File: src/sv/ssme_pkg.sv
// Shared types and codes for the sorted set merge engine.
// Used by the engine core and the step module; depends on nothing else.
package ssme_pkg;

	// Width of the result count field
	localparam int RES_W = 7;

	// Set operation codes
	localparam logic [1:0] OP_UNION = 2'd0;
	localparam logic [1:0] OP_INTER = 2'd1;
	localparam logic [1:0] OP_DIFF  = 2'd2;
	localparam logic [1:0] OP_DEDUP = 2'd3;

	// Input function codes
	localparam logic [1:0] FUNC_LOAD_A = 2'd0;
	localparam logic [1:0] FUNC_LOAD_B = 2'd1;
	localparam logic [1:0] FUNC_RUN    = 2'd2;

	typedef struct packed {
		logic [1:0]         func;
		logic signed [31:0] value;
	} in_word_t;

	typedef struct packed {
		logic signed [31:0] value_res;
		logic               is_last;
		logic [RES_W-1:0]   result_count;
		logic               empty_result;
		logic               overflow;
	} out_word_t;

	// Decision of one merge step
	typedef struct packed {
		logic done;
		logic emit;
		logic adv_a;
		logic adv_b;
		logic take_b;
	} step_t;

endpackage

File: src/sv/sorted_set_merge_engine_core.sv
// Sorted set merge engine top level: two list RAMs, merge walker and output register.
// A load fills one list RAM, or sets the overflow flag if that list is full; it emits
// nothing. A run walks the lists twice, once to count and once to emit, one merge step
// per cycle unless the emit pass waits on a stalled output. Input is held off during a run.
// Reset clears counts, overflow flag, operation and control; list RAMs are not cleared.
// Depends on ssme_pkg, ssme_ram and ssme_step.
module sorted_set_merge_engine_core import ssme_pkg::*; #(
	parameter int SET_DEPTH = 32
) (
	input  logic       clk,
	input  logic       arst_n,
	input  logic       in_valid,
	output logic       in_stall,
	input  in_word_t   in_word,
	output logic       out_valid,
	input  logic       out_stall,
	output out_word_t  out_word,
	input  logic       cfg_we,
	input  logic [1:0] cfg_data
);

	localparam int CW = $clog2(SET_DEPTH + 1);
	localparam int AW = (SET_DEPTH > 1) ? $clog2(SET_DEPTH) : 1;

	typedef enum logic [4:0] {
		S_IDLE  = 5'b00001,
		S_COUNT = 5'b00010,
		S_PRIME = 5'b00100,
		S_EMIT  = 5'b01000,
		S_EMPTY = 5'b10000
	} state_t;

	state_t             state_q;
	logic [1:0]         op_q;
	logic [CW-1:0]      cnt_a_q;
	logic [CW-1:0]      cnt_b_q;
	logic               ovf_q;
	logic [CW-1:0]      i_q;
	logic [CW-1:0]      j_q;
	logic signed [31:0] prev_q;
	logic [RES_W-1:0]   n_q;
	logic [RES_W-1:0]   k_q;
	logic               out_valid_q;
	out_word_t          out_word_q;

	logic               in_acc;
	logic               walking;
	logic               out_free;
	logic               proceed;
	logic               adv_i;
	logic               adv_j;
	logic               finish;
	logic               push;
	logic [CW-1:0]      i_nxt;
	logic [CW-1:0]      j_nxt;
	logic               we_a;
	logic               we_b;
	logic [31:0]        rdata_a;
	logic [31:0]        rdata_b;
	step_t              step;
	out_word_t          push_word;

	// Accept words only while idle
	assign in_stall = (state_q != S_IDLE);
	assign in_acc   = in_valid && (state_q == S_IDLE);

	// Load writes into the list RAMs
	assign we_a = in_acc && (in_word.func == FUNC_LOAD_A) && (cnt_a_q < CW'(SET_DEPTH));
	assign we_b = in_acc && (in_word.func == FUNC_LOAD_B) && (cnt_b_q < CW'(SET_DEPTH));

	// Walk control: count pass always steps, emit pass waits for the output slot
	assign walking  = (state_q == S_COUNT) || (state_q == S_EMIT);
	assign out_free = !out_valid_q || !out_stall;
	assign proceed  = (state_q == S_COUNT) ||
		((state_q == S_EMIT) && (!step.emit || out_free));
	assign adv_i    = walking && proceed && step.adv_a;
	assign adv_j    = walking && proceed && step.adv_b;

	// Next read indexes, rewound at the end of a pass
	always_comb begin
		if (walking && proceed && step.done) begin
			i_nxt = '0;
			j_nxt = '0;
		end else begin
			i_nxt = i_q + CW'(adv_i);
			j_nxt = j_q + CW'(adv_j);
		end
	end

	ssme_ram #(.WIDTH(32), .DEPTH(SET_DEPTH), .AW(AW)) u_ram_a (
		.clk   (clk),
		.we    (we_a),
		.waddr (cnt_a_q[AW-1:0]),
		.wdata (in_word.value),
		.raddr (i_nxt[AW-1:0]),
		.rdata (rdata_a)
	);

	ssme_ram #(.WIDTH(32), .DEPTH(SET_DEPTH), .AW(AW)) u_ram_b (
		.clk   (clk),
		.we    (we_b),
		.waddr (cnt_b_q[AW-1:0]),
		.wdata (in_word.value),
		.raddr (j_nxt[AW-1:0]),
		.rdata (rdata_b)
	);

	ssme_step #(.SET_DEPTH(SET_DEPTH)) u_step (
		.op   (op_q),
		.a    (rdata_a),
		.b    (rdata_b),
		.prev (prev_q),
		.i    (i_q),
		.j    (j_q),
		.na   (cnt_a_q),
		.nb   (cnt_b_q),
		.step (step)
	);

	// Build the result word
	always_comb begin
		push_word.overflow = ovf_q;
		if (state_q == S_EMPTY) begin
			push_word.value_res    = '0;
			push_word.is_last      = 1'b1;
			push_word.result_count = '0;
			push_word.empty_result = 1'b1;
			push = out_free;
		end else begin
			push_word.value_res    = step.take_b ? rdata_b : rdata_a;
			push_word.is_last      = (RES_W'(k_q + RES_W'(1)) == n_q);
			push_word.result_count = n_q;
			push_word.empty_result = 1'b0;
			push = (state_q == S_EMIT) && step.emit && out_free;
		end
	end

	assign finish = ((state_q == S_EMIT) && proceed && step.done) ||
		((state_q == S_EMPTY) && out_free);

	// Sequencer, counts and flags
	always_ff @(posedge clk or negedge arst_n) begin
		if (!arst_n) begin
			state_q <= S_IDLE;
			op_q    <= OP_UNION;
			cnt_a_q <= '0;
			cnt_b_q <= '0;
			ovf_q   <= 1'b0;
			i_q     <= '0;
			j_q     <= '0;
			n_q     <= '0;
			k_q     <= '0;
		end else begin
			i_q <= i_nxt;
			j_q <= j_nxt;
			if (cfg_we) begin
				op_q <= cfg_data;
			end
			unique case (state_q)
				S_IDLE: begin
					if (in_acc) begin
						unique case (in_word.func)
							FUNC_LOAD_A: begin
								if (we_a) cnt_a_q <= cnt_a_q + CW'(1);
								else ovf_q <= 1'b1;
							end
							FUNC_LOAD_B: begin
								if (we_b) cnt_b_q <= cnt_b_q + CW'(1);
								else ovf_q <= 1'b1;
							end
							FUNC_RUN: begin
								state_q <= S_COUNT;
								n_q     <= '0;
							end
							default: ;
						endcase
					end
				end
				S_COUNT: begin
					if (step.done) begin
						state_q <= (n_q == '0) ? S_EMPTY : S_PRIME;
						k_q     <= '0;
					end else if (step.emit) begin
						n_q <= n_q + RES_W'(1);
					end
				end
				S_PRIME: begin
					state_q <= S_EMIT;
				end
				S_EMIT: begin
					if (push) begin
						k_q <= k_q + RES_W'(1);
					end
				end
				S_EMPTY: ;
				default: state_q <= S_IDLE;
			endcase
			// Drop the lists once the run is delivered
			if (finish) begin
				state_q <= S_IDLE;
				cnt_a_q <= '0;
				cnt_b_q <= '0;
				ovf_q   <= 1'b0;
			end
		end
	end

	// Hold the previous first-list value for dedup
	always_ff @(posedge clk) begin
		if (adv_i) begin
			prev_q <= rdata_a;
		end
	end

	// Output register
	always_ff @(posedge clk or negedge arst_n) begin
		if (!arst_n) begin
			out_valid_q <= 1'b0;
		end else if (push) begin
			out_valid_q <= 1'b1;
		end else if (!out_stall) begin
			out_valid_q <= 1'b0;
		end
	end

	always_ff @(posedge clk) begin
		if (push) begin
			out_word_q <= push_word;
		end
	end

	assign out_valid = out_valid_q;
	assign out_word  = out_word_q;

	// An empty-result word is the only and last word of its run
	a_empty_last: assert property (@(posedge clk) disable iff (!arst_n)
		(out_valid_q && out_word_q.empty_result) |->
			(out_word_q.is_last && (out_word_q.result_count == '0)))
		else $error("empty result word malformed");

	// Never push more words than counted
	a_push_bound: assert property (@(posedge clk) disable iff (!arst_n)
		(push && (state_q == S_EMIT)) |-> (k_q < n_q))
		else $error("emit pass pushed beyond count");

	// The emit pass ends exactly after the last word
	a_emit_complete: assert property (@(posedge clk) disable iff (!arst_n)
		((state_q == S_EMIT) && proceed && step.done) |-> (k_q == n_q))
		else $error("emit pass ended with words missing");

	// Lists are cleared after a run
	a_run_clears: assert property (@(posedge clk) disable iff (!arst_n)
		finish |=> ((cnt_a_q == '0) && (cnt_b_q == '0) && !ovf_q))
		else $error("counts not cleared after run");

endmodule

File: src/sv/ssme_ram.sv
// Generic single-write, single-read RAM with a registered read port.
// Standalone; no package needed.
module ssme_ram #(
	parameter int WIDTH = 32,
	parameter int DEPTH = 32,
	parameter int AW    = 5
) (
	input  logic             clk,
	input  logic             we,
	input  logic [AW-1:0]    waddr,
	input  logic [WIDTH-1:0] wdata,
	input  logic [AW-1:0]    raddr,
	output logic [WIDTH-1:0] rdata
);

	logic [WIDTH-1:0] mem [DEPTH];

	// Write and registered read
	always_ff @(posedge clk) begin
		if (we) begin
			mem[waddr] <= wdata;
		end
		rdata <= mem[raddr];
	end

endmodule

File: src/sv/ssme_step.sv
// Merge step: compares the heads (dedup: head and prev) and picks what to emit.
// Depends on ssme_pkg for operation codes and the step_t struct.
module ssme_step import ssme_pkg::*; #(
	parameter int SET_DEPTH = 32,
	localparam int CW = $clog2(SET_DEPTH + 1)
) (
	input  logic [1:0]         op,
	input  logic signed [31:0] a,
	input  logic signed [31:0] b,
	input  logic signed [31:0] prev,
	input  logic [CW-1:0]      i,
	input  logic [CW-1:0]      j,
	input  logic [CW-1:0]      na,
	input  logic [CW-1:0]      nb,
	output step_t              step
);

	logic ha;
	logic hb;

	assign ha = i < na;
	assign hb = j < nb;

	// Decide emit and advance for the current heads
	always_comb begin
		step = '0;
		priority if (op == OP_DEDUP) begin
			if (!ha) begin
				step.done = 1'b1;
			end else begin
				step.adv_a = 1'b1;
				step.emit  = (i == '0) || (a != prev);
			end
		end else if (ha && hb) begin
			priority if (a < b) begin
				step.adv_a = 1'b1;
				step.emit  = (op != OP_INTER);
			end else if (b < a) begin
				step.adv_b  = 1'b1;
				step.take_b = 1'b1;
				step.emit   = (op == OP_UNION);
			end else begin
				step.adv_a = 1'b1;
				step.adv_b = 1'b1;
				step.emit  = (op != OP_DIFF);
			end
		end else if (ha) begin
			if (op == OP_INTER) begin
				step.done = 1'b1;
			end else begin
				step.adv_a = 1'b1;
				step.emit  = 1'b1;
			end
		end else if (hb) begin
			if (op == OP_UNION) begin
				step.adv_b  = 1'b1;
				step.take_b = 1'b1;
				step.emit   = 1'b1;
			end else begin
				step.done = 1'b1;
			end
		end else begin
			step.done = 1'b1;
		end
	end

endmodule

File: config.mk
export PLATFORM = sky130hd
export DESIGN_NAME = sorted_set_merge_engine_core
export DESIGN_NICKNAME = d
export VERILOG_FILES = /design/src/sv/ssme_pkg.sv /design/src/sv/sorted_set_merge_engine_core.sv /design/src/sv/ssme_ram.sv /design/src/sv/ssme_step.sv
export SDC_FILE = /design/constraint.sdc
export NUM_CORES = 2
export LEC_CHECK = 0
export BUFFER_PORTS_ARGS = -buffer_cell sky130_fd_sc_hd__clkbuf_2
export CORE_UTILIZATION = 40
export DETAILED_ROUTE_END_ITERATION = 8
export PLACE_DENSITY = 0.63
export SYNTH_ARGS = -nofsm -noshare
export SYNTH_HDL_FRONTEND = slang
export SYNTH_HIERARCHICAL = 1
export SYNTH_SLANG_ARGS = --single-unit
File: constraint.sdc
create_clock -name clk -period 4.9 [get_ports clk]
set_input_delay 0.735 -clock clk [delete_from_list [all_inputs] [get_ports clk]]
set_output_delay 0.735 -clock clk [all_outputs]
set_load 0.05 [all_outputs]
==> impl_metrics.py <==
metrics = {
    "detailed_routing": {
        "vias": 49272,
        "drc_errors": 0,
        "vias_per_cell": 5.51,
        "drt_pass1_iterations": 5,
        "drt_wl_total_um": 235000,
        "wl_per_cell_um": 26.3,
        "antenna_left": 0,
        "initialDrtViolationCount": 4456,
    },
    "yosys": {
        "ys.flop_type": "edfxtp_1",
        "synth_top_family_by_area": "multiplexers",
        "synthMuxAreaShare_pct": 12.1,
        "syn_area_um2": 88000,
        "synthDistinctLibCells": 75,
        "ys_seq_area_share_pct": 75.2,
        "async_flop_share_pct": 2.10,
        "synth_compound_area_share_pct": 5.07,
        "syn-num-nets": 5251,
        "synthXorXnorAreaFrac_pct": 0.633,
        "synth_fa_ha_area_share_pct": 0.725,
        "synth_cells": 5159,
        "yosys_warnings": 6,
        "syn_area_per_cell_um2": 17.1,
        "synth_seq_cells": 2233,
        "yosys.area_share.simple_pct": 4.19,
        "synth_edf_count": 2122,
    },
    "clock_tree": {
        "clkTransAtPathRegs_ps": 60,
        "cts_tree": "yes",
        "clkSinkCount": 2233,
        "clock-root-buffer": "clkbuf_16",
        "ctsHoldBuffers": 0,
        "h-tree-depth": 4,
        "worstSkewPairLatency_ps": 870,
        "clockBufferDepth": 3,
        "cts_made_buffers": 219,
    },
    "global_route": {
        "track_usage_pct": 20.5,
        "grt_max_degree": 65,
        "grt_overflow_total": 0,
        "grt_pass1_wl_um": 334000,
        "grt_pass1_vias": 48322,
        "antenna_found_initial": 16,
    },
    "placement": {
        "numPlacedInstances": 8400,
        "io_buffers": 84,
        "dp_hpwl_um": 140000,
        "pre_cts_ws_ps": -601,
        "routabilityCongestion": 0.820,
    },
    "worst_setup_path": {
        "crit_start": "u_ram_a/rdata[13]$_DFF_P_",
        "crit_fanout": 8,
        "crit_type": "reg -> reg",
        "cp.required_ps": 5630,
        "crit_end": "u_ram_a/rdata[0]$_DFF_P_",
        "r2r_cells": 26,
        "crit_path_end_kind": "flop",
        "start_kind": "flop",
        "regToRegSetupSlack_ps": 90,
        "worst_ep_arrival_time_ps": 5540,
        "regToRegEndpoint": "u_ram_a/rdata[0]$_DFF_P_",
        "reg2reg_from": "u_ram_a/rdata[13]$_DFF_P_",
    },
    "sta": {
        "rsz0062_at_grt": "true",
        "slew_violations": 0,
        "slew_headroom_pct": 30.9,
        "tightest_slew_ps": 1030,
        "clock_skew_ps": 59.7,
        "finalHoldViolCount": 0,
        "timing.final.crit_share_pct": 98.1,
        "tns_ps": 0,
        "period_minus_slack_ps": 4810,
        "timing.final.ws_setup_ps": 92.5,
        "setup_viol": 0,
        "fmax_mhz": 208,
    },
    "cells_and_area": {
        "regArea_um2": 66200,
        "final_cells": 8935,
        "multi_input_area_um2": 21700,
        "drive_above_1_share_pct": 23.1,
        "syn2layout_area_growth_pct": 21.8,
        "fin_nets": 5973,
        "n_fill_cell": 17842,
    },
    "worst_hold_path": {
        "hold_class": "in -> async",
    },
    "floorplan": {
        "core_um2": 218000,
        "dieHeight_um": 471,
        "rows": 171,
        "die_area_um2": 222000,
        "die_w_um": 471,
        "ioPinCount": 85,
        "start_util_pct": 40.4,
    },
    "pwr": {
        "p_leak_nw": 35.7,
        "pwr_density_cell_nw_per_um2": 486,
        "ir_drop_mv": 0.426,
    },
    "outcome": {
        "status": "finished clean",
    },
    "flow_run": {
        "maxCapViolations": 0,
    },
}
-- power by group --
group | total [mW] | leakage, nW | internal (mW) | switching (mW)
logic | 12.8 | 11.7 | 6.04 | 6.76
clock network | 17.5 | 3.70 | 10.2 | 7.27
registers | 21.8 | 20.3 | 21.5 | 0.360
-- metrics by stage --
| stage | power (mW) | hold WS [ps] | instance area (µm²) | utilization [%] |
|---|---|---|---|---|
| 3_3_place_gp | 33.4 | 504 | 96400 | 44.3 |
| 2_1_floorplan | 29.0 | 425 | 88000 | - |
| 3_5_place_dp | 33.5 | 508 | 96400 | 44.3 |
| 6_report | 52.1 | 36.5 | 107000 | 49.2 |
| 5_1_grt | 53.8 | 66.7 | 107000 | 49.2 |
| 4_1_cts | 51.4 | 18.4 | 105000 | 48.2 |
-- per-layer routing --
| metal | track usage (%) | part of all wire (%) | vias up |
|---|---|---|---|
| met1 | 27.0 | 41 | 25593 |
| met4 | 5.63 | 2.6 | 6 |
| li1 | - | - | 21768 |
| met5 | 0 | 0.017 | - |
| met2 | 35.4 | 51 | 1604 |
| met3 | 2.67 | 5.8 | 301 |
-- worst max-delay path: stages (launching register included) --
cell	delay, ps
dfxtp_2	330
inv_2	40
ha_4	250
nand4_1	140
or3_4	480
a21o_1	180
a31oi_1	180
o22a_2	190
nand2_2	50
o211ai_2	170
and3_4	210
nand3b_1	120
nand2_1	80
buf_4	130
and2_4	160
ha_4	170
ha_4	170
xnor2_4	130
nor2_4	190
nor2b_4	260
buf_12	210
buf_12	120
clkbuf_16	130
a22o_1	150
nor3_1	60
a31oi_2	240
nand3_1	110
-- cells in the mapped netlist (6+ instances only) --
library cell,number,area share [%]
or3_1,9,0.064
nand2_1,229,0.98
buf_1,13,0.055
mux2i_1,1060,12
buf_2,62,0.35
a22o_1,130,1.3
or3b_2,6,0.060
buf_6,32,0.41
inv_1,51,0.22
clkbuf_1,92,0.39
nor2b_1,17,0.12
a22oi_1,192,1.6
o21ai_1,9,0.051
dfrtp_1,46,1.3
xor2_1,15,0.15
a21oi_1,219,1.2
nor2_1,135,0.58
a31oi_1,69,0.49
and2_1,9,0.064
nand4_1,24,0.17
ha_1,51,0.73
buf_4,71,0.61
xnor2_1,46,0.46
o21ai_0,8,0.046
nand2b_1,7,0.050
dfxtp_1,64,1.5
nand3_1,214,1.2
nand3b_1,13,0.11
nor3_1,71,0.40
edfxtp_1,2122,72
-- how the worst min path moves through the flow --
stage / start / endpoint / cells past startpoint
2_1_floorplan: ovf_q$_DFFE_PN0P_ / out_word[0]$_DFFE_PP_ / 0
6_report: arst_n / op_q[0]$_DFFE_PN0P_ / 2
3_3_place_gp: k_q[1]$_DFFE_PN0P_ / k_q[1]$_DFFE_PN0P_ / 1
3_5_place_dp: k_q[1]$_DFFE_PN0P_ / k_q[1]$_DFFE_PN0P_ / 1
5_1_grt: arst_n / op_q[0]$_DFFE_PN0P_ / 2
4_1_cts: arst_n / op_q[0]$_DFFE_PN0P_ / 2
-- cells by family after synthesis --
logic type | after synthesis
AOI/OAI and AO/OA | 658
xor gates and xnor gates | 62
adders and majority gates | 51
buffers and inverters | 325
DFF | 2233
muxes | 1063
and+or+nand+nor | 767
-- what timing repair did --
action / in CTS / in global routing
cloned: 10 / 21
pin swaps: 21 / 78
buffers inserted: 18 / 76
resized for setup: 122 / 212
endpoints found under the setup margin: 63 / 64
-- cell type report --
class | count | share of cell area, %
repair buffers | 775 | 7.40
multi-input cells | 2601 | 20.2
clock buffers | 284 | 5.54
flip-flops and latches | 2233 | 61.8
clock inverters | 132 | 1.52
well taps | 2854 | 3.33
inverters | 51 | 0.179
diodes | 5 | 0.0117
-- sequential cells by signal (all words and copies together) (netlist names), 5 cells and up --
name           cells
u_ram_a/rdata     32
prev_q            32
u_ram_b/rdata     32
n_q                7
j_q                6
state_q            5
u_ram_b/mem     1024
k_q                7
out_word          42
i_q                6
u_ram_a/mem     1024
cnt_b_q            6
cnt_a_q            6
-- cell usage in the layout (no fill, tap or decap), drive strengths merged, types with 6 or more instances in the layout --
cell type,count
edfxtp,2122
mux2i,1060
buf,668
clkbuf,389
nand2,229
a21oi,220
nand3,216
a22oi,192
nor2,135
a22o,130
clkinv,91
nor3,72
a31oi,69
dfxtp,64
inv,59
ha,51
dfrtp,46
xnor2,46
bufinv,31
nand4,26
nor2b,18
o21ai,17
xor2,15
nand3b,13
or3,10
and2,9
nand2b,7
or3b,6
No activity file was read; power rests on OpenSTA's default activity.
